[src/hdl/tcce_pkg.sv]
// Package for the text console character engine.
// Holds geometry constants, character and request codes, channel payload structs,
// and the controller command/status types. No dependencies.
package tcce_pkg;

    localparam int COLUMNS      = 80;
    localparam int ROWS         = 25;
    localparam int CELL_COUNT   = COLUMNS * ROWS;
    localparam int SCROLL_COUNT = COLUMNS * (ROWS - 1);

    localparam int ADDR_W       = $clog2(CELL_COUNT);
    localparam int COL_W        = $clog2(COLUMNS);
    localparam int ROW_W        = $clog2(ROWS + 1);

    localparam int CELL_W       = 16;
    localparam int CHAR_W       = 8;
    localparam int ATTR_W       = 8;
    localparam int TAB_W        = 7;
    localparam int REQ_W        = 2;
    localparam int CELL_INDEX_W = 11;
    localparam int OFFSET_W     = 11;
    localparam int CFG_INDEX_W  = 2;
    localparam int CFG_DATA_W   = 8;

    localparam logic [ADDR_W-1:0]       COLUMNS_A   = ADDR_W'(COLUMNS);
    localparam logic [7:0]              COLUMNS_C8  = 8'(COLUMNS);
    localparam logic [ROW_W-1:0]        ROWS_R      = ROW_W'(ROWS);
    localparam logic [ROW_W-1:0]        ROW_LAST    = ROW_W'(ROWS - 1);
    localparam logic [ADDR_W-1:0]       SCROLL_LAST = ADDR_W'(SCROLL_COUNT - 1);
    localparam logic [ADDR_W-1:0]       CELL_LAST   = ADDR_W'(CELL_COUNT - 1);
    localparam logic [CELL_INDEX_W:0]   CELL_LIMIT  = (CELL_INDEX_W + 1)'(CELL_COUNT);

    localparam logic [CHAR_W-1:0] CHAR_BS    = 8'h08;
    localparam logic [CHAR_W-1:0] CHAR_TAB   = 8'h09;
    localparam logic [CHAR_W-1:0] CHAR_LF    = 8'h0A;
    localparam logic [CHAR_W-1:0] CHAR_CR    = 8'h0D;
    localparam logic [CHAR_W-1:0] CHAR_SPACE = 8'h20;

    localparam logic [ATTR_W-1:0] ATTR_RESET  = 8'h1F;
    localparam logic [TAB_W-1:0]  TAB_RESET   = 7'd8;
    localparam logic [CELL_W-1:0] BLANK_RESET = {ATTR_RESET, CHAR_SPACE};

    localparam logic [REQ_W-1:0] REQ_PUT   = 2'd0;
    localparam logic [REQ_W-1:0] REQ_READ  = 2'd1;
    localparam logic [REQ_W-1:0] REQ_CLEAR = 2'd2;

    localparam logic [CFG_INDEX_W-1:0] CFG_TEXT_ATTR = 2'd0;
    localparam logic [CFG_INDEX_W-1:0] CFG_TAB_WIDTH = 2'd1;

    typedef struct packed {
        logic [REQ_W-1:0]        req_type;
        logic [CHAR_W-1:0]       char_code;
        logic [CELL_INDEX_W-1:0] cell_index;
    } tcce_in_t;

    typedef struct packed {
        logic [CELL_W-1:0]   cell_value;
        logic [OFFSET_W-1:0] cursor_offset;
        logic                did_scroll;
    } tcce_out_t;

    typedef enum logic [3:0] {
        ST_INIT_FILL,
        ST_IDLE,
        ST_DECODE,
        ST_READ_WAIT,
        ST_SCROLL_COPY,
        ST_SCROLL_DRAIN,
        ST_SCROLL_FILL,
        ST_CLEAR_FILL,
        ST_RESPOND
    } tcce_state_t;

    typedef struct packed {
        logic req_load;
        logic cursor_update;
        logic read_issue;
        logic copy_step;
        logic fill_step;
        logic fill_reset_blank;
        logic sweep_clr;
        logic out_load;
    } tcce_cmd_t;

    typedef struct packed {
        logic [REQ_W-1:0] req_type;
        logic             needs_scroll;
        logic             copy_last;
        logic             fill_last;
        logic             out_free;
    } tcce_status_t;

endpackage

[src/hdl/tcce_ctrl.sv]
// Controller state machine for the text console character engine.
// Sequences requests, store sweeps and result hand-off; depends on tcce_pkg.
module tcce_ctrl (
    input  logic                  aclk,
    input  logic                  aresetn,
    input  logic                  s_valid,
    output logic                  s_ready,
    input  tcce_pkg::tcce_status_t status,
    output tcce_pkg::tcce_cmd_t    cmd
);
    import tcce_pkg::*;

    tcce_state_t state_reg, state_next;

    always_ff @(posedge aclk) begin
        if (!aresetn) begin
            state_reg <= ST_INIT_FILL;
        end else begin
            state_reg <= state_next;
        end
    end

    always_comb begin
        state_next = state_reg;
        unique case (state_reg)
            ST_INIT_FILL: begin
                if (status.fill_last) state_next = ST_IDLE;
            end
            ST_IDLE: begin
                if (s_valid) state_next = ST_DECODE;
            end
            ST_DECODE: begin
                case (status.req_type)
                    REQ_PUT: begin
                        if (status.needs_scroll) state_next = ST_SCROLL_COPY;
                        else if (status.out_free) state_next = ST_IDLE;
                    end
                    REQ_READ:  state_next = ST_READ_WAIT;
                    REQ_CLEAR: state_next = ST_CLEAR_FILL;
                    default: begin
                        if (status.out_free) state_next = ST_IDLE;
                    end
                endcase
            end
            ST_READ_WAIT: begin
                if (status.out_free) state_next = ST_IDLE;
            end
            ST_SCROLL_COPY: begin
                if (status.copy_last) state_next = ST_SCROLL_DRAIN;
            end
            ST_SCROLL_DRAIN: state_next = ST_SCROLL_FILL;
            ST_SCROLL_FILL: begin
                if (status.fill_last) state_next = ST_RESPOND;
            end
            ST_CLEAR_FILL: begin
                if (status.fill_last) state_next = ST_RESPOND;
            end
            ST_RESPOND: begin
                if (status.out_free) state_next = ST_IDLE;
            end
            default: state_next = ST_IDLE;
        endcase
    end

    always_comb begin
        cmd     = '0;
        s_ready = 1'b0;
        unique case (state_reg)
            ST_INIT_FILL: begin
                cmd.fill_step        = 1'b1;
                cmd.fill_reset_blank = 1'b1;
            end
            ST_IDLE: begin
                s_ready      = 1'b1;
                cmd.req_load = s_valid;
            end
            ST_DECODE: begin
                case (status.req_type)
                    REQ_PUT: begin
                        if (status.needs_scroll) begin
                            cmd.cursor_update = 1'b1;
                            cmd.sweep_clr     = 1'b1;
                        end else if (status.out_free) begin
                            cmd.cursor_update = 1'b1;
                            cmd.out_load      = 1'b1;
                        end
                    end
                    REQ_READ:  cmd.read_issue = 1'b1;
                    REQ_CLEAR: cmd.sweep_clr  = 1'b1;
                    default:   cmd.out_load   = status.out_free;
                endcase
            end
            ST_READ_WAIT:    cmd.out_load  = status.out_free;
            ST_SCROLL_COPY:  cmd.copy_step = 1'b1;
            ST_SCROLL_DRAIN: cmd = '0;
            ST_SCROLL_FILL:  cmd.fill_step = 1'b1;
            ST_CLEAR_FILL:   cmd.fill_step = 1'b1;
            ST_RESPOND:      cmd.out_load  = status.out_free;
            default:         cmd = '0;
        endcase
    end

endmodule

[config.mk]
export PLATFORM = sky130hd
export DESIGN_NAME = tcce_ctrl
export DESIGN_NICKNAME = d
export VERILOG_FILES = /design/src/hdl/tcce_pkg.sv /design/src/hdl/tcce_ctrl.sv
export SDC_FILE = /design/constraint.sdc
export NUM_CORES = 1
export LEC_CHECK = 0
export BUFFER_PORTS_ARGS = -buffer_cell sky130_fd_sc_hd__buf_2
export CAP_MARGIN = 20
export CORE_AREA = 2 2 39 41
export DETAILED_ROUTE_END_ITERATION = 12
export DIE_AREA = 0 0 41 43
export SLEW_MARGIN = 20
export SYNTH_ARGS = -nofsm -noshare
export SYNTH_HDL_FRONTEND = slang
export SYNTH_SLANG_ARGS = --single-unit
[constraint.sdc]
create_clock -name aclk -period 2.01 [get_ports aclk]
set_input_delay 0.201 -clock aclk [delete_from_list [all_inputs] [get_ports aclk]]
set_output_delay 0.201 -clock aclk [all_outputs]
set_load 0.01 [all_outputs]
# [After elaboration in Yosys (flattened, before gate mapping)]
# Index checks and enable logic that the tools add are counted.
[classes] n_div=0 muxes=24 bitwise=0 order_cmp=0 n_mul=0 n_eq_ne=14 n_shift=0 n_reduce_logical=7 add_sub_neg=0
[op_table] cell="$pmux 4 s7" count=1
[op_table] cell="$mux 4" count=6
[op_table] cell="$eq 4x3->1 const B" count=4
[op_table] cell="$mux 1" count=12
[op_table] cell="$pmux 4 s3" count=1
[op_table] cell="$eq 4x2->1 const B" count=2
[op_table] cell="$ne 2x2->1 const B" count=3
[op_table] cell="$pmux 1 s2" count=3
[op_table] cell="$reduce_or 2->1" count=3
[op_table] cell="$eq 4x1->1 const B" count=1
[op_table] cell="$eq 4x4->1 const B" count=1
[op_table] cell="$logic_not 4->1" count=1
[op_table] cell="$reduce_and 4->1" count=1
[op_table] cell="$reduce_or 3->1" count=1
[op_table] cell="$eq 2x1->1 const B" count=1
[op_table] cell="$eq 2x2->1 const B" count=1
[op_table] cell="$logic_not 2->1" count=1
[op_table] cell="$mux 2" count=1
[op_table] cell="$ne 2x1->1 const B" count=1
[totals] mem_bits_ro=0 latchBits=0 ff_bits=4 input_bits=9 word_cells=46 mem_count=0 mem_bits_rw=0 output_inout_bits=9

# [Depth between registers and ports, before layout]
[logic_depth] ltp_word=4 ltp_mapped=7 mapped_depth_nobuf=7

# [Worst setup path before layout]
# Ideal clock, no wire load.
[synth_timing] path_type="register to register" from="reg state_reg[2]" to="reg state_reg[0]" n_path_buf=1 synth_period_minus_slack_ns=1.490 stages_incl_launch_ff=5 setup_ns=0.122 arrival_ns=1.369 path_slack_ns=0.520 t_required_ns=1.888 path_cell_list="dfxtp_1 buf_6 or4b_4 o31a_1 o311a_1"
[synth_via] elab_chain_cells=4 word_cells_on_any_way=17 classes_between="12 x eq/ne; 1 x mux; 4 x reduce/logical"
[synth_lines] element="start, declared" line_no="tcce_ctrl.sv:13" rtl="tcce_state_t state_reg, state_next;"
[synth_lines] element="start signal, assigned" line_no="tcce_ctrl.sv:19" rtl="state_reg <= state_next;"
[synth_lines] element="$eq 4x3->1" line_no="tcce_ctrl.sv:25" rtl="unique case (state_reg)"
[synth_lines] element="$reduce_or 2->1 (no source line)"
[synth_lines] element="$ne 2x1->1 (no source line)"
[synth_lines] element="$reduce_and 4->1 (no source line)"
# Several ways; a longest one is shown, not always the timed one.
# A chain may end at the register's enable or synchronous reset.

==> run summary <==
Final Skew: 0.00463 ns
asr flop ratio synth: 0
critical-path maximum fanout: 11
Slew Limit Fails: 0
Hold Path Class: primary input to flip-flop
Global Route Usage Sum: 0.132
Post-CTS Hold Fix Bufs: 0
synthesized netlist cell count: 61
vias post-DR: 500
top_reg_cell synth: dfxtp_1
starting density of the core: 0.353
largest net degree at the start of global routing: 14
clk sink count: 4
ANT cells: 0
grt total ovfl: 0
FP Rows: 14
vias in the first global route: 389
Final Non-Filler Cells: 93
fin crit share: 0.936
DR pass1 iterations: 4
layout cells sized above 1: 0.312
initial antenna violation count: 0
placed cells: 90
Buffers on Ports: 17
Die Width: 41 µm
CTS Buffer Depth: 2
root buffer cell: clkbuf_4
final hold violation count: 0
synth-to-layout area growth: 19.7%
peak supply drop: 0.331 mV
Die Footprint: 1760 µm²
Worst slew margin: 0.707
Post-synth EDFFs: 0
Startpoint Class: flip-flop
die height: 43 µm
clk_lat worst skew: 0.24 ns
DP Wirelength: 787 µm
IO Pins: 18
critical path data required time: 1.81 ns
first-pass GRT wire length: 1570 µm
Iter 0 DRT Violations: 15
crit end category: output port
Nets: 92
unrepaired setup endpoints after global routing: false
mapped cell area: 488 µm²
total CTS buffers: 3
Setup CP Type: flip-flop to output port
status: finished, final reports clean
Power Density: 1060 nW/µm²
most frequent cells in the layout: buf_2 (17), nor2_1 (8)
CTS clock-pin slew for the worst setup and hold paths: 0.04 ns
Tmin final: 1.88 ns
flops & latches, synth: 4
wire per inst: 11.4 µm
YS warnings: 0
Max-Cap Viols: 0
sequential share of the synthesized area: 0.164
Post-CTS Setup Inserts: 0
most common cell after layout, fill and taps aside: buf_2
Leak Pwr: 0.266 nW
post-CTS resize count: 0
final setup fails: 0
Layout Utilization: 0.422
routed vias/inst: 5.38
syn_nets: 74
number of fill cells in the layout: 141
Unique masters post-synth: 32
actual slew at the worst max-slew pin: 0.439 ns
fmax: 532 MHz
detailed-route DRC error count: 0
syn avg cell area: 8.00 µm²
CTS tree: yes
final wirelength: 1060 µm
Largest register FFs: 4
post-route ant nets: 0
total negative setup slack: 0 ns
routability congestion estimate: 0.768
Placeable Area: 1380 µm²
H-tree depth: 1
Arr. time, crit path: 1.68 ns
## metrics by stage
stage               area [µm²]  total power [mW]  setup WS [ns]  hold slack [ns]
floorplan                  488             0.433          0.520            0.332
global placement           562             0.508          0.359            0.482
detailed placement         562             0.513          0.319            0.484
CTS                        584             0.622          0.127            0.228
global route               584             0.672         0.0653            0.244
finish                     584             0.617          0.129            0.229
## synthesized netlist by cell type, types with 2 or more instances
cell	number	area [µm²]
o21ai_0	2	10.0
and2_1	2	12.5
buf_4	2	15.0
nor2_1	8	30.0
a21oi_1	4	20.0
nor3b_1	2	15.0
ha_1	4	50.1
nor3_1	2	10.0
nor2b_1	4	25.0
inv_1	3	11.3
dfxtp_1	4	80.1
nand2_1	4	15.0
## worst max-delay path, cell delays in order, from the launching register on
cell     delay (ns)
dfxtp_1        0.56
or4b_4         0.53
nand2_1        0.10
and2_1         0.13
buf_2          0.12
## final timing paths
kind / end / slack (ns) / depth (start not counted) / from
hold reg to reg: state_reg[2]$_SDFFE_PN0P_ / 0.65 / 2 / state_reg[2]$_SDFFE_PN0P_
setup reg to reg: state_reg[1]$_SDFFE_PN0P_ / 0.29 / 5 / state_reg[2]$_SDFFE_PN0P_
setup / recovery: cmd[0] / 0.13 / 4 / state_reg[3]$_SDFFE_PN0P_
hold / removal: state_reg[0]$_SDFFE_PN0P_ / 0.23 / 2 / aresetn
## kinds of logic after synthesis
| family | synth area share |
|---|---|
| AO/OA/AOI/OAI | 0.244 |
| adder cells (fa/ha/maj) | 0.103 |
| buffers and inverters | 0.0872 |
| flip-flops | 0.164 |
| AND/OR/NAND/NOR | 0.403 |
## final cells by class
| class | instances | area (µm²) | share of cell area |
|---|---|---|---|
| clock buffers | 3 | 22.5 | 0.0385 |
| inverters | 3 | 11.3 | 0.0193 |
| multi-input cells | 50 | 365 | 0.625 |
| flip-flops and latches | 4 | 80.1 | 0.137 |
| well taps | 16 | 20.0 | 0.0343 |
| repair buffers | 17 | 85.1 | 0.146 |
## routing by layer
metal / up-vias / GRT usage / wire, µm
met2: 20 / 0.178 / 470
met5: - / 0 / 0
met1: 226 / 0.176 / 508
li1: 251 / - / -
met3: 3 / 0.0314 / 58
met4: 0 / 0.0933 / 25
## where the power goes
part,switching [mW],internal (mW)
registers,0.0659,0.0995
clock network,0.0389,0.0672
logic,0.178,0.168
total,0.283,0.335
Power figures use the tool's default switching activity.
